**src/rtl/core/m6800_pkg.sv**
```systemverilog
// Package for the 6800 instruction stream decoder: opcode table, modes, queue word.
// No dependencies.
package m6800_pkg;

  typedef enum logic [2:0] {
    MODE_INH = 3'd0,
    MODE_DIR = 3'd1,
    MODE_IND = 3'd2,
    MODE_REL = 3'd3,
    MODE_EXT = 3'd4,
    MODE_IMM = 3'd5
  } mode_t;

  localparam logic [7:0] OP_RTS     = 8'h39;
  localparam logic [7:0] OP_JMP_IND = 8'h6e;
  localparam logic [7:0] OP_JMP_EXT = 8'h7e;
  localparam logic [2:0] CFG_START  = 3'd0;

  typedef struct packed {
    logic       known;
    logic [1:0] nbytes;
    mode_t      mode;
    logic [3:0] cycles;
  } op_info_t;

  typedef struct packed {
    logic [15:0] addr;
    logic [7:0]  opcode;
    logic [15:0] operand;
  } instr_t;

  function automatic op_info_t op_lookup(input logic [7:0] b);
    op_info_t r;
    r = '{known: 1'b0, nbytes: 2'd0, mode: MODE_INH, cycles: 4'd0};
    case (b)
      8'd1, 8'd6, 8'd7, 8'd10, 8'd11, 8'd12, 8'd13, 8'd14, 8'd15, 8'd16, 8'd17,
      8'd22, 8'd23, 8'd25, 8'd27, 8'd64, 8'd67, 8'd68, 8'd70, 8'd71, 8'd72, 8'd73,
      8'd74, 8'd76, 8'd77, 8'd79, 8'd80, 8'd83, 8'd84, 8'd86, 8'd87, 8'd88, 8'd89,
      8'd90, 8'd92, 8'd93, 8'd95:
        r = '{1'b1, 2'd0, MODE_INH, 4'd2};
      8'd8, 8'd9, 8'd48, 8'd49, 8'd52, 8'd53, 8'd54, 8'd55:
        r = '{1'b1, 2'd0, MODE_INH, 4'd3};
      8'd50, 8'd51: r = '{1'b1, 2'd0, MODE_INH, 4'd4};
      8'd57: r = '{1'b1, 2'd0, MODE_INH, 4'd5};
      8'd59: r = '{1'b1, 2'd0, MODE_INH, 4'd12};
      8'd62: r = '{1'b1, 2'd0, MODE_INH, 4'd14};
      8'd32, 8'd34, 8'd35, 8'd36, 8'd37, 8'd38, 8'd39, 8'd40, 8'd41, 8'd42, 8'd43,
      8'd44, 8'd45, 8'd46, 8'd47:
        r = '{1'b1, 2'd1, MODE_REL, 4'd3};
      8'd141: r = '{1'b1, 2'd1, MODE_REL, 4'd6};
      8'd63: r = '{1'b1, 2'd1, MODE_DIR, 4'd2};
      8'd96, 8'd99, 8'd100, 8'd102, 8'd103, 8'd104, 8'd105, 8'd106, 8'd108, 8'd109,
      8'd111, 8'd172, 8'd173:
        r = '{1'b1, 2'd1, MODE_IND, 4'd6};
      8'd110: r = '{1'b1, 2'd1, MODE_IND, 4'd3};
      8'd112, 8'd115, 8'd116, 8'd118, 8'd119, 8'd120, 8'd121, 8'd122, 8'd124, 8'd125,
      8'd127, 8'd188, 8'd189:
        r = '{1'b1, 2'd2, MODE_EXT, 4'd6};
      8'd126: r = '{1'b1, 2'd2, MODE_EXT, 4'd3};
      8'd128, 8'd129, 8'd130, 8'd132, 8'd133, 8'd134, 8'd136, 8'd137, 8'd138, 8'd139,
      8'd192, 8'd193, 8'd194, 8'd196, 8'd197, 8'd198, 8'd200, 8'd201, 8'd202, 8'd203:
        r = '{1'b1, 2'd1, MODE_IMM, 4'd2};
      8'd140: r = '{1'b1, 2'd2, MODE_IMM, 4'd4};
      8'd142, 8'd206: r = '{1'b1, 2'd2, MODE_IMM, 4'd3};
      8'd144, 8'd145, 8'd146, 8'd148, 8'd149, 8'd150, 8'd151, 8'd152, 8'd153, 8'd154,
      8'd155, 8'd208, 8'd209, 8'd210, 8'd212, 8'd213, 8'd214, 8'd215, 8'd216, 8'd217,
      8'd218, 8'd219:
        r = '{1'b1, 2'd1, MODE_DIR, 4'd3};
      8'd156: r = '{1'b1, 2'd1, MODE_DIR, 4'd5};
      8'd158, 8'd159, 8'd222, 8'd223: r = '{1'b1, 2'd1, MODE_DIR, 4'd4};
      8'd160, 8'd161, 8'd162, 8'd164, 8'd165, 8'd166, 8'd167, 8'd168, 8'd169, 8'd170,
      8'd171, 8'd224, 8'd225, 8'd226, 8'd228, 8'd229, 8'd230, 8'd231, 8'd232, 8'd233,
      8'd234, 8'd235:
        r = '{1'b1, 2'd1, MODE_IND, 4'd4};
      8'd174, 8'd175, 8'd238, 8'd239: r = '{1'b1, 2'd1, MODE_IND, 4'd5};
      8'd176, 8'd177, 8'd178, 8'd180, 8'd181, 8'd182, 8'd183, 8'd184, 8'd185, 8'd186,
      8'd187, 8'd240, 8'd241, 8'd242, 8'd244, 8'd245, 8'd246, 8'd247, 8'd248, 8'd249,
      8'd250, 8'd251, 8'd255:
        r = '{1'b1, 2'd2, MODE_EXT, 4'd4};
      8'd190, 8'd191, 8'd254: r = '{1'b1, 2'd2, MODE_EXT, 4'd5};
      default: r = '{known: 1'b0, nbytes: 2'd0, mode: MODE_INH, cycles: 4'd0};
    endcase
    return r;
  endfunction

endpackage

```
**src/rtl/core/m6800_queue.sv**
```systemverilog
// Two-entry word queue between front and back ends.
// Depends on m6800_pkg.
module m6800_queue import m6800_pkg::*; (
  input  logic   clk,
  input  logic   rst,
  input  logic   wr_valid,
  output logic   wr_ready,
  input  instr_t wr_word,
  output logic   rd_valid,
  input  logic   rd_ready,
  output instr_t rd_word
);

  instr_t     slot [2];
  logic       wptr;
  logic       rptr;
  logic [1:0] count;
  logic       push;
  logic       pop;

  assign wr_ready = count != 2'd2;
  assign rd_valid = count != 2'd0;
  assign rd_word  = slot[rptr];
  assign push     = wr_valid && wr_ready;
  assign pop      = rd_valid && rd_ready;

  always_ff @(posedge clk) begin
    if (push) slot[wptr] <= wr_word;
  end

  always_ff @(posedge clk) begin
    if (rst) begin
      wptr  <= 1'b0;
      rptr  <= 1'b0;
      count <= 2'd0;
    end else begin
      if (push) wptr <= !wptr;
      if (pop)  rptr <= !rptr;
      count <= count + {1'b0, push} - {1'b0, pop};
    end
  end

endmodule

```
**config.mk**
```make
export PLATFORM = sky130hd
export DESIGN_NAME = m6800_queue
export DESIGN_NICKNAME = d
export VERILOG_FILES = /design/src/rtl/core/m6800_pkg.sv /design/src/rtl/core/m6800_queue.sv
export SDC_FILE = /design/constraint.sdc
export NUM_CORES = 1
export LEC_CHECK = 0
export ABC_AREA = 1
export BUFFER_PORTS_ARGS = -buffer_cell sky130_fd_sc_hd__buf_2
export CAP_MARGIN = 20
export CORE_UTILIZATION = 42
export DETAILED_ROUTE_END_ITERATION = 12
export PLACE_DENSITY = 0.63
export REMOVE_ABC_BUFFERS = 1
export SLEW_MARGIN = 25
export SYNTH_ARGS = -nofsm -noshare
export SYNTH_HDL_FRONTEND = slang
export SYNTH_SLANG_ARGS = --single-unit
```
**constraint.sdc**
```tcl
create_clock -name clk -period 3.2 [get_ports clk]
set_input_delay 0.32 -clock clk [delete_from_list [all_inputs] [get_ports clk]]
set_output_delay 0.32 -clock clk [all_outputs]
set_load 0.02 [all_outputs]
```
==> run_results.csv, run 1 <==
group,metric,value,unit
detailed_routing,drt_iter0_markers,60,
final_layout,final_nets,300,
global_route,grt_max_degree,41,
floorplan,die_y,88.6,microns
setup_path,critical_path_class,"register to primary output",
floorplan,start_util,0.434,
setup_path,reg2reg_from,"count[0]",
synth,yosys.area.top_type,"edfxtp_1",
detailed_routing,drc_errors,0,
placement,dpl-instance-area,3690,sq um
clock_network,cts_tree,"yes",
timing,finalCriticalPeriod,1.97,ns
synth,synth_top_area_share,0.763,
synth,synthTopCellsByArea,"edfxtp_1 76%, mux2_2 14%, dfxtp_1 3.2%",
synth,ys_ff_latch,85,
clock_network,cts_buffers,9,
floorplan,core_area,7250,sq um
final_layout,antennaDiodeCount,0,
global_route,grt_overflow_total,0,
clock_network,ctsResizeCount,0,
final_layout,area_growth,24.1,%
clock_network,clock_path_buffers,2,
min_path,holdCritStartpoint,"wr_word[19]",
timing,grt_setup_unrepaired,"false",
clock_network,cts.clk_slew.worst_paths,0.08,ns
detailed_routing,vias_per_cell,4.67,
timing,final-max-slew-violation-count,0,
setup_path,worst_setup_path_end_kind,"primary output",
clock_network,cts_setup_buffers,0,
clock_network,clock-sinks,85,
global_route,antenna_found_initial,0,
timing,max_slew_margin,0.627,
power_and_ir_drop,leakage,1.48,nW
placement,globalplace.congestion,0.677,
min_path,hp-class,"primary input to register",
detailed_routing,drt.antenna.violating_nets,0,
synth,synth_area,3150,sq um
synth,synthCells,160,
timing,fin_crit_sh,0.615,
placement,pre_cts_slack,1.26,ns
setup_path,crit_chain,"mux2_2 > buf_2",
timing,final.setup.tns,0,ns
placement,hpwlAfterDp,3180,microns
timing,report.final.setup_viol,0,
floorplan,die_area,7850,sq um
floorplan,die_width,88.6,microns
setup_path,path_max_fanout,40,
synth,syn-mean-instance-area,19.7,sq um
setup_path,crit_arrival,1.65,ns
power_and_ir_drop,ir_drop,0.390,mV
synth,yosysWarnings,0,
placement,port_buffers,85,
global_route,grt.total_usage,0.139,
detailed_routing,post_drt_wl_per_cell,14.3,microns
timing,finalHoldViolations,0,
setup_path,critical-path-slowest-cell,"dfxtp_4",
setup_path,start_kind,"register",
final_layout,nFillCells,640,
timing,tightest_slew,0.560,ns
timing,holdWs,0.156,ns
clock_network,cts-hold-fix-buffers,0,
clock_network,clkLatencyLatePin,0.35,ns
floorplan,io_pins,86,
clock_network,htree_levels,3,
timing,skew,0.00764,ns
timing,worst_slack,1.23,ns
final_layout,fin_area,3910,sq um
global_route,grt_pass1_vias,1744,
floorplan,rows,31,
clock_network,cts_root_buf,"clkbuf_8",
flow_run,maxCapViolCount,0,
status,status,"finished, final reports clean",
detailed_routing,drt-pass1-iter-count,4,
setup_path,max_stage_delay,0.70,ns
detailed_routing,wl,5120,microns
setup_path,worst_ep_required_time,2.88,ns
global_route,grt_pass1_wl,7820,microns
power_and_ir_drop,p_per_area,804,nW/um^2
detailed_routing,vias,1675,
synth,synth.distinct_cells,15,
timing,fmax,0.508,GHz
setup_path,critPathTopFamily,"flip-flops",
synth,seq_area_frac_synth,0.795,
setup_path,worst-path-buf-inv,1,
final_layout,drive_gt1_frac,0.573,
[layer usage]
layer | up-vias | GRT usage | wire (microns)
met5 | - | 0 | 0
met4 | 0 | 0.0792 | 97
met3 | 10 | 0.0354 | 311
met2 | 64 | 0.228 | 2360
met1 | 810 | 0.166 | 2350
li1 | 791 | - | -
[logic make-up after synthesis]
| family | share of synthesized area |
|---|---|
| buffers and inverters | 0.0238 |
| muxes | 0.143 |
| DFF | 0.795 |
| and+or+nand+nor | 0.0282 |
| xor gates and xnor gates | 0.00278 |
| AOI/OAI and AO/OA | 0.00318 |
| adders and majority gates | 0.00397 |
[sequential cells by signal (all words and copies together), names as in the netlist, named ones only]
register,flops
wptr,1
rptr,1
count,2
slot,80
[path summary, 6_finish.rpt]
kind / depth (start not counted) / end / slack, ns
max: 2 / rd_word[2] / 1.23
min: 1 / slot[1][19] / 0.16
max reg2reg: 5 / slot[0][18] / 1.47
min reg2reg: 2 / rptr / 0.51
[synthesized netlist by cell type]
master / n
edfxtp_1: 80
mux2_2: 40
inv_1: 8
nor2_1: 7
nand2_1: 6
dfxtp_1: 5
buf_6: 4
a21oi_1: 2
nand2_2: 2
ha_1: 1
nand3_1: 1
nor2_2: 1
nor2_4: 1
nor3_1: 1
xnor2_1: 1
[layout make-up]
class	count	area [sq um]	share of cell area
flip-flops and latches	85	2510	0.642
multi-input cells	63	583	0.149
repair buffers	88	448	0.115
clock buffers	10	128	0.0327
well taps	99	124	0.0317
clock inverters	6	87.6	0.0224
inverters	8	30.0	0.00769
[power by group]
part | internal [W] | switching [W]
sequential | 0.00141 | 0.000102
combinational | 0.000335 | 0.000481
clock | 0.000440 | 0.000372
total | 0.00219 | 0.000955
[metrics by stage]
stage          utilization  power, W  cells
4_1_cts              0.538   0.00319    359
6_report             0.539   0.00314    359
2_1_floorplan            -   0.00209    156
5_1_grt              0.539   0.00330    359
3_3_place_gp         0.509   0.00236    343
3_5_place_dp         0.509   0.00237    343
[layout by cell type, fill, tap and decap left out]
cell,netlist,routed
xnor2_1,1,1
clkinv_4,0,2
buf_4,0,3
nor3_1,1,1
dfxtp_4,0,1
nand2_2,2,2
nand2_1,6,6
ha_1,1,1
nand3_1,1,1
clkbuf_1,0,1
clkbuf_8,0,9
mux2_2,40,40
inv_1,8,8
edfxtp_1,80,80
buf_2,0,85
bufinv_16,0,2
dfxtp_1,5,4
nor2_1,7,6
nor2_4,1,3
a21oi_1,2,2
clkinv_2,0,2
Power figures use the tool's default switching activity.
==> inputs of run 2 (changes only) <==
==> constraint.sdc (replaced) <==
create_clock -name clk -period 2.02 [get_ports clk]
set_input_delay 0.202 -clock clk [delete_from_list [all_inputs] [get_ports clk]]
set_output_delay 0.202 -clock clk [all_outputs]
set_load 0.02 [all_outputs]
==> run_results.csv, run 2 (synthesized netlist as in run 1, its figures left out) <==
group,metric,value,unit
global_route,grt_pass1_wl,7600,microns
global_route,grt_pass1_vias,1643,
final_layout,mostFrequentLayoutCells,"85 x buf_2, 80 x edfxtp_1, 40 x mux2_2",
detailed_routing,vias,1641,
clock_network,clkLatencyLatePin,0.34,ns
placement,port_buffers,85,
final_layout,drive_gt1_frac,0.572,
power_and_ir_drop,ir_drop,0.657,mV
floorplan,start_util,0.434,
detailed_routing,post_drt_wl_per_cell,13.9,microns
setup_path,worst_ep_required_time,1.82,ns
floorplan,die_width,88.6,microns
clock_network,htree_levels,3,
global_route,grt_max_degree,30,
min_path,holdPathStages,1,
flow_run,maxCapViolCount,0,
clock_network,cts_setup_buffers,0,
clock_network,cts-hold-fix-buffers,0,
timing,fin_crit_sh,0.900,
setup_path,path_max_fanout,11,
clock_network,clock_path_buffers,2,
detailed_routing,drt-pass1-iter-count,6,
clock_network,cts.clk_slew.worst_paths,0.08,ns
setup_path,worst_setup_path_end_kind,"primary output",
clock_network,cts_root_buf,"clkbuf_8",
timing,max_slew_margin,0.729,
timing,report.final.setup_viol,0,
setup_path,start_kind,"register",
power_and_ir_drop,power,0.00485,W
setup_path,reg2reg_from,"count[1]",
final_layout,fin_area,3910,sq um
final_layout,reg_top3,"slot (80), count (2)",
min_path,hp-class,"primary input to register",
clock_network,cts_tree,"yes",
floorplan,die_area,7850,sq um
placement,dpl.cell_count,347,
clock_network,ctsResizeCount,0,
final_layout,top_register,"slot",
power_and_ir_drop,p_per_area,1240,nW/um^2
clock_network,clock-sinks,85,
status,status,"finished, final reports clean",
final_layout,final_common_cell,"buf_2",
floorplan,core_area,7250,sq um
detailed_routing,drt.antenna.violating_nets,0,
timing,finalCriticalPeriod,1.82,ns
placement,dpl-instance-area,3730,sq um
final_layout,antennaDiodeCount,0,
setup_path,crit_arrival,1.62,ns
global_route,grt_overflow_total,0,
timing,tightest_slew,0.406,ns
setup_path,rr_endpoint,"count[1]",
final_layout,final_cells,363,
clock_network,cts_buffers,9,
final_layout,area_growth,24.3,%
power_and_ir_drop,leakage,1.48,nW
timing,final.setup.tns,0,ns
floorplan,io_pins,86,
min_path,holdCritStartpoint,"wr_word[22]",
detailed_routing,wl,5040,microns
placement,pre_cts_slack,0.544,ns
final_layout,largest_reg_flops,80,
timing,finalHoldViolations,0,
global_route,antenna_found_initial,0,
placement,hpwlAfterDp,3380,microns
floorplan,rows,31,
timing,fmax,0.550,GHz
timing,grt_setup_unrepaired,"false",
floorplan,die_y,88.6,microns
timing,worst_slack,0.202,ns
detailed_routing,drt_iter0_markers,36,
placement,globalplace.congestion,0.719,
detailed_routing,vias_per_cell,4.52,
setup_path,critical_path_class,"register to primary output",
setup_path,reg2reg_depth,10,
detailed_routing,drc_errors,0,
final_layout,final_nets,304,
global_route,grt.total_usage,0.136,
min_path,hold_path_end,"slot[0][22]",
timing,skew,0.00531,ns
timing,final-max-slew-violation-count,0,
setup_path,r2r_slack,0.55,ns
==> run 2: cell types whose count changed in the layout (fill, tap and decap cells not counted), sizes merged <==
cell / before / now
buf: 88 / 92
bufinv: 2 / 1
clkbuf: 10 / 11
clkinv: 4 / 3
clkinvlp: 0 / 1
==> run 2: stage by stage <==
stage / hold slack, ns / util
after global routing: 0.0169 / 0.540
after floorplan: 0.273 / -
after global placement: 0.390 / 0.514
after CTS: 0.0233 / 0.540
final: 0.0471 / 0.540
after detailed placement: 0.393 / 0.514
==> run 2: area by class of cell <==
cell class                 count  area, sq um
inverter                       8         30.0
multi-input combinational     63          583
sequential                    85         2500
clock inverter                 5         51.3
timing repair buffer          92          490
tap                           99          124
fill                         620         3340
clock buffer                  11          131
==> run 2: how the worst max path moves through the flow <==
stage	startpoint	to	slack [ns]	cells after the start
4_1_cts	register	rd_word[17]	0.15	3
2_1_floorplan	count[0]	slot[0][0]	-0.74	4
3_3_place_gp	count[0]	slot[1][18]	0.55	5
3_5_place_dp	register	rd_word[17]	0.54	3
6_report	register	rd_word[17]	0.20	3
5_1_grt	register	rd_word[17]	0.11	3
==> run 2: metal layers <==
layer / global-route usage / up-vias / routed length, microns / part of all wire
met5: 0 / - / 0 / 0
met4: 0.0528 / 0 / 32 / 0.0064
met3: 0.0541 / 4 / 332 / 0.066
met2: 0.217 / 59 / 2410 / 0.48
met1: 0.168 / 778 / 2260 / 0.45
li1: - / 800 / - / -
==> run 2: critical path, cell delays in order (launching register included) <==
cell     delay [ns]
dfxtp_2        0.52
buf_4          0.25
mux2_2         0.35
buf_2          0.16
==> run 2: power breakdown <==
| part | leakage (nW) | switching (W) | internal, W |
|---|---|---|---|
| Combinational | 0.605 | 0.000828 | 0.000576 |
| Sequential | 0.789 | 0.000102 | 0.00224 |
| Clock | 0.0907 | 0.000542 | 0.000564 |
==> inputs of run 3 (changes only) <==
--- a/config.mk
+++ b/config.mk
@@ -5,11 +5,13 @@
 export SDC_FILE = /design/constraint.sdc
 export NUM_CORES = 1
 export LEC_CHECK = 0
-export ABC_AREA = 1
+export ABC_AREA = 0
 export BUFFER_PORTS_ARGS = -buffer_cell sky130_fd_sc_hd__buf_2
 export CAP_MARGIN = 20
 export CORE_UTILIZATION = 42
+export CTS_CLUSTER_SIZE = 24
 export DETAILED_ROUTE_END_ITERATION = 12
+export MAX_ROUTING_LAYER = met4
 export PLACE_DENSITY = 0.63
 export REMOVE_ABC_BUFFERS = 1
 export SLEW_MARGIN = 25
==> run_results.csv, run 3 <==
group,metric,value,unit
detailed_routing,met3_length,318,microns
setup_path,critPathTopFamily,"buffers and inverters",
setup_path,worst_ep_required_time,1.82,ns
synth,seq_area_frac_synth,0.799,
placement,dpl-instance-area,3710,sq um
timing,final-max-slew-violation-count,0,
final_layout,fin_area,3910,sq um
final_layout,final_core_util,0.542,
setup_path,path_max_fanout,21,
floorplan,die_area,7810,sq um
timing,fin_crit_sh,0.840,
min_path,hp-class,"primary input to register",
global_route,grt_max_degree,23,
placement,globalplace.congestion,0.718,
clock_network,cts-hold-fix-buffers,0,
final_layout,top_register,"slot",
floorplan,start_util,0.434,
final_layout,largest_reg_flops,80,
flow_run,maxCapViolCount,0,
timing,finalCriticalPeriod,1.70,ns
synth,ys_ff_latch,85,
detailed_routing,drc_errors,0,
synth,ys_async_sr_fraction,0,
clock_network,clkLatencyLatePin,0.34,ns
global_route,grt_pass1_wl,7730,microns
setup_path,start_kind,"register",
timing,max_slew_margin,0.701,
power_and_ir_drop,leakage,1.48,nW
detailed_routing,drt_iter0_markers,81,
power_and_ir_drop,power,0.00437,W
timing,grt_setup_unrepaired,"false",
global_route,antenna_found_initial,0,
clock_network,clock-sinks,85,
setup_path,crit_arrival,1.50,ns
timing,skew,0.00454,ns
synth,synthCells,153,
clock_network,cts.clk_slew.worst_paths,0.08,ns
placement,port_buffers,85,
setup_path,critical_path_class,"register to primary output",
final_layout,mostFrequentLayoutCells,"85 x buf_2, 80 x edfxtp_1, 40 x mux2_1",
floorplan,die_y,88.4,microns
placement,hpwlAfterDp,3430,microns
clock_network,cts_setup_buffers,0,
synth,synthFlopType,"edfxtp_1",
clock_network,cts_buffers,9,
final_layout,final_nets,296,
synth,synthTopCellsByCount,"80 x edfxtp_1, 40 x mux2_1, 5 x dfxtp_1",
global_route,grt_pass1_vias,1581,
clock_network,ctsResizeCount,0,
final_layout,nFillCells,614,
global_route,grt_overflow_total,0,
detailed_routing,wl,5110,microns
timing,finalHoldViolations,0,
setup_path,max_stage_delay,0.37,ns
synth,syn-mean-instance-area,20.5,sq um
detailed_routing,drt-pass1-iter-count,4,
detailed_routing,drt.antenna.violating_nets,0,
setup_path,worst-path-buf-inv,2,
synth,synth.distinct_cells,23,
final_layout,area_growth,24.8,%
detailed_routing,topRoutingLayerUsed,"met4",
synth,yosysMostFrequentCell,"edfxtp_1",
synth,synth_area,3130,sq um
synth,synth_top_area_share,0.767,
final_layout,antennaDiodeCount,0,
clock_network,cts_root_buf,"clkbuf_8",
floorplan,die_width,88.4,microns
timing,tightest_slew,0.443,ns
detailed_routing,vias_per_cell,4.66,
clock_network,cts_tree,"yes",
status,status,"finished, final reports clean",
synth,synth_edf_count,80,
detailed_routing,wl_met1,2220,microns
synth,yosysWarnings,0,
floorplan,rows,31,
final_layout,final_common_cell,"buf_2",
setup_path,crit_chain,"buf_4 > mux2_1 > buf_2",
timing,final.setup.tns,0,ns
synth,synthTopCellsByArea,"edfxtp_1 77%, mux2_1 14%, dfxtp_1 3.2%",
timing,fmax,0.589,GHz
clock_network,clock_path_buffers,2,
detailed_routing,post_drt_wl_per_cell,14.4,microns
final_layout,reg_top3,"slot (80), count (2)",
floorplan,io_pins,86,
setup_path,worst_setup_path_end_kind,"primary output",
floorplan,core_area,7210,sq um
timing,report.final.setup_viol,0,
synth,yosys.area.top_type,"edfxtp_1",
global_route,grt.total_usage,0.144,
clock_network,htree_levels,3,
power_and_ir_drop,ir_drop,0.510,mV
power_and_ir_drop,p_per_area,1120,nW/um^2
detailed_routing,wl_met2,2490,microns
detailed_routing,vias,1654,
final_layout,drive_gt1_frac,0.434,
setup_path,critical-path-slowest-cell,"mux2_1",
[run 3: final timing paths]
check | cells past startpoint | slack [ns] | endpoint | start
max reg2reg | 6 | 0.46 | count[1] | count[1]
max | 3 | 0.32 | rd_word[20] | register
min reg2reg | 2 | 0.52 | rptr | rptr
min | 1 | 0.04 | slot[0][14] | wr_word[14]
[run 3: power by group]
part / switching, W / total [W] / internal [W] / leakage [nW]
Sequential: 0.0000506 / 0.00219 / 0.00214 / 0.790
Clock: 0.000589 / 0.00116 / 0.000574 / 0.0918
Combinational: 0.000631 / 0.00102 / 0.000393 / 0.597
Total: 0.00127 / 0.00437 / 0.00310 / 1.48
[run 3: metrics by stage]
| step | setup slack [ns] | hold WS [ns] | std cells |
|---|---|---|---|
| after global routing | 0.246 | 0.0178 | 355 |
| after CTS | 0.293 | 0.0289 | 355 |
| after detailed placement | 0.464 | 0.393 | 339 |
| after global placement | 0.518 | 0.390 | 339 |
| after floorplan | -0.122 | 0.271 | 149 |
| final | 0.323 | 0.0436 | 355 |
[run 3: kinds of logic after synthesis]
| logic type | Yosys count | share of synthesized area |
|---|---|---|
| flip-flops | 85 | 0.799 |
| multiplexers | 40 | 0.144 |
| AND/OR/NAND/NOR | 15 | 0.0292 |
| AO/OA/AOI/OAI | 6 | 0.0140 |
| buffers and inverters | 5 | 0.00759 |
| XOR/XNOR | 1 | 0.00280 |
| adder cells (fa/ha/maj) | 1 | 0.00399 |
[run 3: final cells by class]
cell class	count	area [sq um]	share of cell area
tap	99	124	0.0317
inverter	1	3.75	0.000960
clock buffer	9	124	0.0317
timing repair buffer	91	470	0.120
sequential	85	2500	0.641
clock inverter	7	75.1	0.0192
multi-input combinational	63	608	0.156
[run 3: layer usage]
metal	GRT usage	vias to the layer above
met3	0.0382	10
met5	-	-
met4	0.0616	0
li1	-	792
met1	0.179	798
met2	0.223	54
