**src/rtl/core/m6800_pkg.sv**
```systemverilog
// Package for the 6800 instruction stream decoder: opcode table, modes, queue word.
// No dependencies.
package m6800_pkg;

  typedef enum logic [2:0] {
    MODE_INH = 3'd0,
    MODE_DIR = 3'd1,
    MODE_IND = 3'd2,
    MODE_REL = 3'd3,
    MODE_EXT = 3'd4,
    MODE_IMM = 3'd5
  } mode_t;

  localparam logic [7:0] OP_RTS     = 8'h39;
  localparam logic [7:0] OP_JMP_IND = 8'h6e;
  localparam logic [7:0] OP_JMP_EXT = 8'h7e;
  localparam logic [2:0] CFG_START  = 3'd0;

  typedef struct packed {
    logic       known;
    logic [1:0] nbytes;
    mode_t      mode;
    logic [3:0] cycles;
  } op_info_t;

  typedef struct packed {
    logic [15:0] addr;
    logic [7:0]  opcode;
    logic [15:0] operand;
  } instr_t;

  function automatic op_info_t op_lookup(input logic [7:0] b);
    op_info_t r;
    r = '{known: 1'b0, nbytes: 2'd0, mode: MODE_INH, cycles: 4'd0};
    case (b)
      8'd1, 8'd6, 8'd7, 8'd10, 8'd11, 8'd12, 8'd13, 8'd14, 8'd15, 8'd16, 8'd17,
      8'd22, 8'd23, 8'd25, 8'd27, 8'd64, 8'd67, 8'd68, 8'd70, 8'd71, 8'd72, 8'd73,
      8'd74, 8'd76, 8'd77, 8'd79, 8'd80, 8'd83, 8'd84, 8'd86, 8'd87, 8'd88, 8'd89,
      8'd90, 8'd92, 8'd93, 8'd95:
        r = '{1'b1, 2'd0, MODE_INH, 4'd2};
      8'd8, 8'd9, 8'd48, 8'd49, 8'd52, 8'd53, 8'd54, 8'd55:
        r = '{1'b1, 2'd0, MODE_INH, 4'd3};
      8'd50, 8'd51: r = '{1'b1, 2'd0, MODE_INH, 4'd4};
      8'd57: r = '{1'b1, 2'd0, MODE_INH, 4'd5};
      8'd59: r = '{1'b1, 2'd0, MODE_INH, 4'd12};
      8'd62: r = '{1'b1, 2'd0, MODE_INH, 4'd14};
      8'd32, 8'd34, 8'd35, 8'd36, 8'd37, 8'd38, 8'd39, 8'd40, 8'd41, 8'd42, 8'd43,
      8'd44, 8'd45, 8'd46, 8'd47:
        r = '{1'b1, 2'd1, MODE_REL, 4'd3};
      8'd141: r = '{1'b1, 2'd1, MODE_REL, 4'd6};
      8'd63: r = '{1'b1, 2'd1, MODE_DIR, 4'd2};
      8'd96, 8'd99, 8'd100, 8'd102, 8'd103, 8'd104, 8'd105, 8'd106, 8'd108, 8'd109,
      8'd111, 8'd172, 8'd173:
        r = '{1'b1, 2'd1, MODE_IND, 4'd6};
      8'd110: r = '{1'b1, 2'd1, MODE_IND, 4'd3};
      8'd112, 8'd115, 8'd116, 8'd118, 8'd119, 8'd120, 8'd121, 8'd122, 8'd124, 8'd125,
      8'd127, 8'd188, 8'd189:
        r = '{1'b1, 2'd2, MODE_EXT, 4'd6};
      8'd126: r = '{1'b1, 2'd2, MODE_EXT, 4'd3};
      8'd128, 8'd129, 8'd130, 8'd132, 8'd133, 8'd134, 8'd136, 8'd137, 8'd138, 8'd139,
      8'd192, 8'd193, 8'd194, 8'd196, 8'd197, 8'd198, 8'd200, 8'd201, 8'd202, 8'd203:
        r = '{1'b1, 2'd1, MODE_IMM, 4'd2};
      8'd140: r = '{1'b1, 2'd2, MODE_IMM, 4'd4};
      8'd142, 8'd206: r = '{1'b1, 2'd2, MODE_IMM, 4'd3};
      8'd144, 8'd145, 8'd146, 8'd148, 8'd149, 8'd150, 8'd151, 8'd152, 8'd153, 8'd154,
      8'd155, 8'd208, 8'd209, 8'd210, 8'd212, 8'd213, 8'd214, 8'd215, 8'd216, 8'd217,
      8'd218, 8'd219:
        r = '{1'b1, 2'd1, MODE_DIR, 4'd3};
      8'd156: r = '{1'b1, 2'd1, MODE_DIR, 4'd5};
      8'd158, 8'd159, 8'd222, 8'd223: r = '{1'b1, 2'd1, MODE_DIR, 4'd4};
      8'd160, 8'd161, 8'd162, 8'd164, 8'd165, 8'd166, 8'd167, 8'd168, 8'd169, 8'd170,
      8'd171, 8'd224, 8'd225, 8'd226, 8'd228, 8'd229, 8'd230, 8'd231, 8'd232, 8'd233,
      8'd234, 8'd235:
        r = '{1'b1, 2'd1, MODE_IND, 4'd4};
      8'd174, 8'd175, 8'd238, 8'd239: r = '{1'b1, 2'd1, MODE_IND, 4'd5};
      8'd176, 8'd177, 8'd178, 8'd180, 8'd181, 8'd182, 8'd183, 8'd184, 8'd185, 8'd186,
      8'd187, 8'd240, 8'd241, 8'd242, 8'd244, 8'd245, 8'd246, 8'd247, 8'd248, 8'd249,
      8'd250, 8'd251, 8'd255:
        r = '{1'b1, 2'd2, MODE_EXT, 4'd4};
      8'd190, 8'd191, 8'd254: r = '{1'b1, 2'd2, MODE_EXT, 4'd5};
      default: r = '{known: 1'b0, nbytes: 2'd0, mode: MODE_INH, cycles: 4'd0};
    endcase
    return r;
  endfunction

endpackage

```
**src/rtl/core/m6800_back.sv**
```systemverilog
// Back end: expands a queued instruction word into the result fields, registered.
// Depends on m6800_pkg.
module m6800_back import m6800_pkg::*; (
  input  logic        clk,
  input  logic        rst,
  input  logic        q_valid,
  output logic        q_ready,
  input  instr_t      q_word,
  output logic        valid,
  input  logic        ready,
  output logic [15:0] instr_address,
  output logic [7:0]  opcode_byte,
  output logic        known,
  output logic [2:0]  mode,
  output logic [15:0] operand_value,
  output logic [15:0] target_value,
  output logic [1:0]  length,
  output logic [3:0]  cycle_count,
  output logic        ends_block
);

  op_info_t info;
  logic     load;

  assign info    = op_lookup(q_word.opcode);
  assign q_ready = !valid || ready;
  assign load    = q_valid && q_ready;

  always_ff @(posedge clk) begin
    if (rst) valid <= 1'b0;
    else if (q_ready) valid <= q_valid;
  end

  always_ff @(posedge clk) begin
    if (load) begin
      instr_address <= q_word.addr;
      opcode_byte   <= q_word.opcode;
      known         <= info.known;
      mode          <= info.mode;
      operand_value <= q_word.operand;
      target_value  <= (info.known && info.mode == MODE_REL) ?
                       {{8{q_word.operand[7]}}, q_word.operand[7:0]} + q_word.addr + 16'd2
                       : q_word.operand;
      length        <= info.known ? info.nbytes + 2'd1 : 2'd1;
      cycle_count   <= info.cycles;
      ends_block    <= info.known && (q_word.opcode == OP_RTS ||
                       q_word.opcode == OP_JMP_IND || q_word.opcode == OP_JMP_EXT);
    end
  end

endmodule

```
**config.mk**
```make
export PLATFORM = sky130hd
export DESIGN_NAME = m6800_back
export DESIGN_NICKNAME = d
export VERILOG_FILES = /design/src/rtl/core/m6800_pkg.sv /design/src/rtl/core/m6800_back.sv
export SDC_FILE = /design/constraint.sdc
export NUM_CORES = 1
export LEC_CHECK = 0
export BUFFER_PORTS_ARGS = -buffer_cell sky130_fd_sc_hd__buf_2
export CELL_PAD_IN_SITES_DETAIL_PLACEMENT = 1
export CELL_PAD_IN_SITES_GLOBAL_PLACEMENT = 1
export CORE_MARGIN = 2
export CORE_UTILIZATION = 42
export CTS_CLUSTER_SIZE = 14
export DETAILED_ROUTE_END_ITERATION = 8
export PLACE_DENSITY = 0.85
export SYNTH_ARGS = -nofsm -noshare
export SYNTH_HDL_FRONTEND = slang
export SYNTH_SLANG_ARGS = --single-unit
```
**constraint.sdc**
```tcl
create_clock -name clk -period 3.23 [get_ports clk]
set_input_delay 0.646 -clock clk [delete_from_list [all_inputs] [get_ports clk]]
set_output_delay 0.646 -clock clk [all_outputs]
set_load 0.01 [all_outputs]
```
==> results.ini, run 1 <==
[logic_synthesis]
syn_area_mm2=0.004222
synth_compound_area_share_pct=15.56
async_reset_ff_share_pct=0
synth_flop_cell=edfxtp_1
synth_adder_area_share_pct=12.92
synth_cell_types=65
synth.avg_cell_area_um2=11.79
synth_top_family_by_area=compound AO/OA/AOI/OAI gates
ys_warn_count=0
synth_nets=445
synth_seq_cells=68
synth_cells=358
synth-simple-area-share_pct=9.870
yosysSeqAreaShare_pct=48.13
synth_xor_area_share_pct=3.112
synth_edf_count=67
synthMuxAreaShare_pct=6.639

[power]
cellPowerDensity_mw_per_mm2=422.1
irDropWorstVdd_mv=0.1720
p_leak_nw=2.292

[status]
status=finished clean

[min_path]
hp-class=primary input to flop
hold_depth=2
hp-start=rst
hold_end=valid

[sta]
period_share_pct=96.75
fin_worst_skew_ns=0.008466
final_hold_viol_count=0
rsz0062_at_grt=false
timing.hold.ws_ns=0.4374
fin_setup_tns_ns=0
fin_crit_ns=3.125
setup_viol=0
slew_headroom_pct=55.49
max_freq_mhz=320.0
drv_slew=0
finalWorstSetupSlack_ns=0.1048
max_slew.worst_pin.slew_ns=0.6677

[layout]
final_cell_area_mm2=0.005251
nNetsFinal=580
antenna_cells=0
drive_gt1_share_pct=36.14
multi_input_area_mm2=0.002037
final_cell_mix=buf_2 (112), edfxtp_1 (67), ha_1 (42), buf_4 (26), nand2_1 (24)
final_common_cell=buf_2
area_growth_pct=24.39
register_area_mm2=0.002032
nFillCells=1064

[critical_path]
critPathCaptureType=flop
slowest_delay_ns=0.38
cp_max_fo=3
startpoint=q_word[1]
path_class=primary input to flop
critPathRequiredTime_ns=3.33
cp.arrival_ns=3.23
worst-r2r-cell-count=3
crit_top_cell=inv_1
path_cells=buf_2 > inv_1 > ha_1 > inv_1 > ha_1 > inv_1 > fa_1 > nand2b_1 > a211oi_1 > buf_4 > o211ai_1 > a211oi_2 > xnor2_1 > mux2_2
crit_path_top_delay_cell=fa_1
reg2reg_from=valid
reg2reg_slack_ns=1.56
r2r-end=instr_address[5]
cp-start-kind=primary input

[flow_run]
cap_violations=0

[clock_network]
cts_resized=0
clk_pin_slew_ns=0.08
h-tree-depth=3
clock_path_buffers=2
cts_tree=built
cts_setup_buffers=0
ctsRootBufferMaster=clkbuf_8
numClockSinks=68
cts_made_buffers=9
hold_buffers=0
clock_latency_ns=0.35

[placed_design]
portBuffers=112
dpl_cell_area_mm2=0.005086
dp_hpwl_um=9052
gp_congestion=0.9305
pre_cts_ws_ns=-0.1992

[floorplanning]
die_area_mm2=0.01087
io_pins=113
dieWidth_um=104.3
dieHeight_um=104.3
initial_core_util_pct=43.19
row_count=36
core-area_mm2=0.009774

[route]
first_iter_violations=112
wire_per_inst_um=19.09
antenna_left=0
drcViolationCount=0
totalWireLength_um=12050
routed_via_density=5.548
dr.pass1.iters=4
vias=3501

[grt]
grt_pass1_vias=3645
antenna_found_initial=1
grt_first_pass_wirelength_um=19530
grtUsageTotal_pct=22.89
grt_overflow=0
grt_max_degree=42

[power by group]
group          leakage [nW]  switching, W  total (W)  internal (W)
sequential            0.658     0.0000138    0.00105       0.00104
combinational          1.55      0.000325   0.000559      0.000234
clock                0.0868      0.000329   0.000604      0.000275
total                  2.29      0.000668    0.00222       0.00155
[cells by family (layout without fill, tap and decap cells)]
group	count (synthesis)	after routing
flops	68	68
compound gates	96	96
mux	22	22
simple gates	82	82
xor+xnor	15	15
fa+ha+maj	43	43
buf+inv	32	172
[through the flow]
step	utilization, %	std cells	power, W
2_1_floorplan	-	358	0.001411
3_3_place_gp	52.04	615	0.001594
3_5_place_dp	52.04	615	0.001621
4_1_cts	53.67	631	0.002228
5_1_grt	53.73	631	0.002327
6_report	53.73	631	0.002216
[critical path: cells and delay by family]
family                   cells  cell delay (ns)
multiplexers                 1             0.26
adder cells (fa/ha/maj)      3             0.82
XOR/XNOR                     1             0.10
AND/OR/NAND/NOR              1             0.20
buffers and inverters        5             0.43
AO/OA/AOI/OAI                3             0.76
[registers in the layout, summed over array words and instances, names as in the netlist]
register	cells
target_value	16
cycle_count	4
length	2
ends_block	1
mode	3
known	1
valid	1
opcode_byte	8
instr_address	16
operand_value	16
[synthesized netlist by cell type (2+ instances only)]
library cell,number,area share (%)
edfxtp_1,67,48
ha_1,42,12
nand2_1,24,2.1
o21ai_0,20,2.4
a21oi_1,18,2.1
inv_1,15,1.3
nor2_1,14,1.2
nand3_1,12,1.4
mux2_4,10,3.6
nand2b_1,9,1.3
mux2_2,8,2.1
xnor2_1,8,1.7
clkbuf_1,7,0.62
xor2_1,7,1.5
a211oi_1,6,1.1
a31oi_1,6,0.89
and2_1,5,0.74
a21o_1,4,0.71
mux2i_1,4,0.95
a211o_1,3,0.62
a221oi_1,3,0.62
buf_2,3,0.36
nor3_1,3,0.36
o2111ai_1,3,0.62
o21a_1,3,0.53
o31ai_1,3,0.53
a2111oi_0,2,0.42
a221o_1,2,0.47
a311oi_1,2,0.42
a32oi_1,2,0.42
a41oi_1,2,0.42
and3_1,2,0.30
buf_1,2,0.18
buf_6,2,0.53
nor2b_1,2,0.30
o211ai_1,2,0.36
o22ai_1,2,0.30
or3_1,2,0.30
[worst max path at each step]
stage	to	cells past startpoint	slack, ns
CTS	target_value[15]	14	0.11
global route	target_value[15]	14	0.007
global placement	target_value[15]	14	-0.1
floorplan	target_value[15]	12	0.21
detailed placement	target_value[15]	14	-0.20
finish	target_value[15]	14	0.10
[layer usage]
layer  vias up  track usage, %  part of all wire (%)
met3        32           5.764                   5.2
li1       1643               -                     -
met2       110           40.88                    52
met1      1714           25.91                    40
met4         2           9.653                   2.8
met5         -               0                 0.066
[layout make-up]
type | instances | share of cell area [%]
clock buffers | 11 | 2.502
clock inverters | 5 | 0.5480
inverters | 16 | 1.144
multi-input cells | 258 | 38.79
flip-flops and latches | 68 | 38.69
well taps | 133 | 3.169
repair buffers | 140 | 15.15
Note: power is estimated with default switching activity, not from simulation.
==> run 2, diff against run 1 <==
clock period = 3.2 ns   (was 3.23 ns; I/O delays follow)
==> run 2 against run 1 <==
Utilization is essentially flat. Clock skew shrank 0.0026 ns. Die area is the same. Critical endpoint unchanged. Register-to-register slack lost 0.05 ns. Power grew 3.2%. First-iteration DRC count grew 11%. Highest routed layer is now met4. Clock power grew 8.3%. Combinational power grew 1%. Flip-flop and latch count is the same. Worst setup slack gained 0.027 ns. Final area is essentially flat. Sequential power is essentially flat.
==> results.ini, run 2 (synthesized netlist as in run 1, its figures left out) <==
[min_path]
hp-class=primary input to flop  ; unchanged
hold_end=valid  ; unchanged
hold_depth=2  ; unchanged
hp-start=rst  ; unchanged

[critical_path]
cp.arrival_ns=3.16  ; was 3.23 ns
worst-r2r-cell-count=3  ; unchanged
critPathCaptureType=flop  ; unchanged
path_class=primary input to flop  ; unchanged
cp_max_fo=3  ; unchanged
cp-start-kind=primary input  ; unchanged
reg2reg_from=valid  ; unchanged
r2r-end=instr_address[0]  ; was instr_address[5]
reg2reg_slack_ns=1.51  ; was 1.56 ns
critPathRequiredTime_ns=3.30  ; was 3.33 ns

[clock_network]
cts_tree=built  ; unchanged
clock_latency_ns=0.36  ; was 0.35 ns
h-tree-depth=3  ; unchanged
clk_pin_slew_ns=0.07  ; was 0.08 ns
clock_path_buffers=2  ; unchanged
cts_resized=0  ; unchanged
hold_buffers=0  ; unchanged
numClockSinks=68  ; unchanged
cts_setup_buffers=0  ; unchanged
cts_made_buffers=9  ; unchanged
ctsRootBufferMaster=clkbuf_8  ; unchanged

[floorplanning]
row_count=36  ; unchanged
die_area_mm2=0.01087  ; unchanged
dieWidth_um=104.3  ; unchanged
initial_core_util_pct=43.19  ; unchanged
io_pins=113  ; unchanged
core-area_mm2=0.009774  ; unchanged
dieHeight_um=104.3  ; unchanged

[sta]
final_hold_viol_count=0  ; unchanged
rsz0062_at_grt=false  ; unchanged
finalWorstSetupSlack_ns=0.1322  ; was 0.1048 ns
period_share_pct=95.87
fin_worst_skew_ns=0.005888  ; was 0.008466 ns
slew_headroom_pct=54.11  ; was 55.49%
max_slew.worst_pin.slew_ns=0.6883  ; was 0.6677 ns
drv_slew=0  ; unchanged
max_freq_mhz=326.0
setup_viol=0  ; unchanged
fin_crit_ns=3.068

[placed_design]
pre_cts_ws_ns=-0.2876  ; was -0.1992 ns
portBuffers=112  ; unchanged
placed_cells=614  ; was 615
gp_congestion=0.9465  ; was 0.9305
dp_hpwl_um=9260  ; was 9052 µm

[grt]
grt_pass1_vias=3797  ; was 3,645
grtUsageTotal_pct=23.09  ; was 22.89%
grt_first_pass_wirelength_um=19780  ; was 19,530 µm
antenna_found_initial=0  ; was 1
grt_overflow=0  ; unchanged
grt_max_degree=42  ; unchanged

[layout]
final_common_cell=buf_2  ; unchanged
drive_gt1_share_pct=35.56  ; was 36.14%
antenna_cells=0  ; unchanged
final_cell_mix=buf_2 (112), edfxtp_1 (67), ha_1 (42), buf_4 (25), nand2_1 (24)  ; was buf_2 (112), edfxtp_1 (67), ha_1 (42), buf_4 (26), nand2_1 (24)
nNetsFinal=579  ; was 580
fin_cells=628  ; was 631
largest_registers=instr_address (16), operand_value (16), target_value (16)  ; unchanged
area_growth_pct=24.45  ; was 24.39%

[route]
drcViolationCount=0  ; unchanged
topRoutingLayerUsed=met4  ; was met5
wl_met2_um=6377  ; was 6218 µm
vias=3494  ; was 3,501
routed_via_density=5.564  ; was 5.548
wire_per_inst_um=19.34  ; was 19.09 µm
first_iter_violations=124  ; was 112
wl_met3_um=631  ; was 628 µm
dr.pass1.iters=4  ; unchanged
totalWireLength_um=12140  ; was 12,050 µm
wl_met1_um=4772  ; was 4854 µm
antenna_left=0  ; unchanged

[status]
status=finished clean  ; unchanged

[power]
p_leak_nw=2.287  ; was 2.292 nW
cellPowerDensity_mw_per_mm2=435.3  ; was 422.1 mW/mm²
irDropWorstVdd_mv=0.1720  ; about the same

[flow_run]
cap_violations=0  ; unchanged

run 2: power by group:
group | switching, W | internal (W) | leakage (nW)
Sequential | 0.0000154 | 0.00105 | 0.658
Combinational | 0.000331 | 0.000237 | 1.54
Clock | 0.000309 | 0.000345 | 0.0871
run 2: metal layers:
metal	GRT usage, %	up-vias
li1	-	1637
met1	25.48	1687
met2	42.53	135
met3	5.326	35
met4	9.459	0
met5	0	-
run 2: how the worst max path moves through the flow:
stage | slack (ns) | start | end | depth (start not counted)
3_3_place_gp | -0.1 | q_word[1] | target_value[15] | 14
5_1_grt | 0.006 | q_word[1] | target_value[15] | 14
4_1_cts | 0.009 | q_word[1] | target_value[15] | 14
6_report | 0.13 | q_word[1] | target_value[15] | 14
2_1_floorplan | 0.18 | q_word[1] | target_value[15] | 12
3_5_place_dp | -0.29 | q_word[1] | target_value[15] | 14
run 2: area by class of cell:
class	count	area, µm²
well taps	133	166.4
flip-flops and latches	68	2032
clock buffers	10	127.6
fillers	1089	4521
inverters	16	60.06
clock inverters	4	42.54
repair buffers	139	788.3
multi-input cells	258	2037
run 2: per-stage QoR:
step | hold WS [ns] | setup TNS (ns) | instance area (µm²) | power [W] | util (%)
3_3_place_gp | 0.4825 | -0.09784 | 5079 | 0.001610 | 51.96
6_report | 0.4620 | 0 | 5254 | 0.002287 | 53.75
4_1_cts | 0.4531 | 0 | 5249 | 0.002302 | 53.70
2_1_floorplan | 0.5930 | 0 | 4222 | 0.001425 | -
3_5_place_dp | 0.5581 | -0.3821 | 5079 | 0.001643 | 51.96
5_1_grt | 0.4462 | 0 | 5254 | 0.002393 | 53.75
run 2: worst max-delay path, cell delays in order:
cell,delay (ns)
buf_2,0.09
inv_1,0.04
ha_1,0.29
inv_1,0.06
ha_1,0.16
inv_1,0.06
fa_1,0.38
nand2b_1,0.18
a211oi_1,0.26
buf_4,0.17
o211ai_1,0.14
a211oi_2,0.28
xnor2_1,0.12
mux2_2,0.28
==> run 3, diff against run 2 <==
CAP_MARGIN = 5   (was unset)
CORE_UTILIZATION = 43   (was 42)
CTS_BUF_LIST = sky130_fd_sc_hd__clkbuf_2 sky130_fd_sc_hd__clkbuf_4 sky130_fd_sc_hd__clkbuf_8   (was unset)
PLACE_DENSITY = 0.87   (was 0.85)
SLEW_MARGIN = 20   (was unset)
==> run 3 against run 2 <==
Cell count grew 1.4%. Critical path depth shrank 1. Count of clock-buffer cells in the layout grew 1. Sequential power is essentially flat. Clock skew grew 0.00062 ns. Maximum frequency grew 0.44%. Worst hold slack lost 0.022 ns. Die area shrank 2.2%. Flip-flop and latch count is the same. Non-clock buffer count grew 7. Critical path type unchanged. Largest power group unchanged.
==> results.ini, run 3 (synthesized netlist as in run 1, its figures left out) <==
[status]
status=finished clean  ; unchanged

[sta]
max_freq_mhz=327.4  ; was 326.0 MHz
fin_worst_skew_ns=0.006510  ; was 0.005888 ns
fin_setup_tns_ns=0  ; unchanged
max_slew.worst_pin.slew_ns=0.5878  ; was 0.6883 ns
timing.hold.ws_ns=0.4395  ; was 0.4620 ns
drv_slew=0  ; unchanged
period_share_pct=95.45  ; was 95.87%
final_hold_viol_count=0  ; unchanged
setup_viol=0  ; unchanged
slew_headroom_pct=60.81  ; was 54.11%
rsz0062_at_grt=false  ; unchanged
fin_crit_ns=3.054  ; was 3.068 ns

[clock_network]
cts_tree=built  ; unchanged
hold_buffers=0  ; unchanged
numClockSinks=68  ; unchanged
cts_setup_buffers=0  ; unchanged
ctsRootBufferMaster=clkbuf_8  ; unchanged
cts_made_buffers=9  ; unchanged
clock_latency_ns=0.35  ; was 0.36 ns
clk_pin_slew_ns=0.08  ; was 0.07 ns
clock_path_buffers=2  ; unchanged
cts_resized=0  ; unchanged
h-tree-depth=3  ; unchanged

[floorplanning]
core-area_mm2=0.009639  ; was 0.009774 mm²
initial_core_util_pct=43.80  ; was 43.19%
dieWidth_um=103.1  ; was 104.3 µm
die_area_mm2=0.01063  ; was 0.01087 mm²
row_count=36  ; unchanged
io_pins=113  ; unchanged
dieHeight_um=103.1  ; was 104.3 µm

[min_path]
hp-class=primary input to flop  ; unchanged
hold_depth=2  ; unchanged

[route]
wire_per_inst_um=19.91  ; was 19.34 µm
dr.pass1.iters=4  ; unchanged
first_iter_violations=154  ; was 124
totalWireLength_um=12680  ; was 12,140 µm
antenna_left=0  ; unchanged
drcViolationCount=0  ; unchanged
routed_via_density=5.565  ; was 5.564
vias=3545  ; was 3,494

[grt]
grt_max_degree=46  ; was 42
grt_pass1_vias=3725  ; was 3,797
grt_first_pass_wirelength_um=19190  ; was 19,780 µm
grtUsageTotal_pct=23.90  ; was 23.09%
antenna_found_initial=0  ; unchanged
grt_overflow=0  ; unchanged

[layout]
nNetsFinal=586  ; was 579
area_growth_pct=26.64  ; was 24.45%
antenna_cells=0  ; unchanged
final_common_cell=buf_2  ; unchanged
fin_cells=637  ; was 628
largest_registers=instr_address (16), operand_value (16), target_value (16)  ; unchanged
fin_util_pct=55.46  ; was 53.75%
final_cell_area_mm2=0.005346  ; was 0.005254 mm²
final_cell_mix=buf_2 (112), edfxtp_1 (67), ha_1 (42), buf_4 (32), nand2_1 (24)  ; was buf_2 (112), edfxtp_1 (67), ha_1 (42), buf_4 (25), nand2_1 (24)
nFillCells=1081  ; was 1,089
drive_gt1_share_pct=37.30  ; was 35.56%

[placed_design]
portBuffers=112  ; unchanged
placed_cells=621  ; was 614
dpl_cell_area_mm2=0.005131  ; was 0.005079 mm²
gp_congestion=0.8851  ; was 0.9465
dp_hpwl_um=9573  ; was 9260 µm

[power]
p_leak_nw=2.337  ; was 2.287 nW
irDropWorstVdd_mv=0.1731  ; was 0.1720 mV
cellPowerDensity_mw_per_mm2=448.1  ; was 435.3 mW/mm²

[critical_path]
cp.arrival_ns=3.17  ; was 3.16 ns
critPathRequiredTime_ns=3.31  ; was 3.30 ns
cp_max_fo=3  ; unchanged
critPathCaptureType=flop  ; unchanged
worst-r2r-cell-count=3  ; unchanged
cp-start-kind=primary input  ; unchanged
path_class=primary input to flop  ; unchanged

[flow_run]
cap_violations=0  ; unchanged

-- run 3: cell types whose count changed in the layout (fill, tap and decap cells not counted) --
cell        delta
clkinvlp_4     +2
clkinv_1       -2
clkbuf_8       +2
inv_6          +1
buf_4          +7
clkbuf_1       -1
-- run 3: through the flow --
| step | worst slack [ns] | power (W) |
|---|---|---|
| 5_1_grt | 0.04759 | 0.002500 |
| 3_5_place_dp | -0.2543 | 0.001653 |
| 2_1_floorplan | 0.1838 | 0.001425 |
| 3_3_place_gp | -0.07909 | 0.001615 |
| 4_1_cts | 0.08094 | 0.002406 |
| 6_report | 0.1456 | 0.002396 |
-- run 3: worst paths after layout --
path	start	slack [ns]	end
worst max-delay path	q_word[1]	0.15	target_value[15]
worst min-delay path	rst	0.44	valid
worst max register to register	valid	1.55	opcode_byte[5]
worst min register to register	valid	0.53	valid
-- run 3: power by group --
group          switching (W)  internal [W]  total (W)  leakage [nW]
sequential         0.0000148       0.00105    0.00106         0.658
combinational       0.000341      0.000244   0.000585          1.58
clock               0.000343      0.000403   0.000747         0.102
-- run 3: worst max-delay path, stage by stage --
cell      delay (ns)
buf_2           0.09
inv_1           0.05
ha_1            0.31
inv_1           0.07
ha_1            0.17
inv_1           0.06
fa_1            0.39
nand2b_1        0.19
a211oi_2        0.28
o211ai_1        0.21
a211oi_1        0.31
xnor2_1         0.12
mux2_2          0.28
-- run 3: layout make-up --
class / count / area [µm²] / share of cell area (%)
Clock buffer: 11 / 151.4 / 2.832
Clock inverter: 5 / 58.81 / 1.100
Inverter: 16 / 60.06 / 1.123
Multi-Input combinational cell: 258 / 2037 / 38.10
Sequential cell: 68 / 2032 / 38.01
Tap cell: 133 / 166.4 / 3.113
Timing Repair Buffer: 146 / 840.8 / 15.73
-- run 3: layer usage --
metal | GRT usage [%] | vias up | share of wire [%]
met5 | 0 | - | 0
met4 | 8.401 | 0 | 2.1
met3 | 5.763 | 25 | 7.4
met2 | 45.00 | 150 | 53
met1 | 25.95 | 1718 | 38
li1 | - | 1652 | -
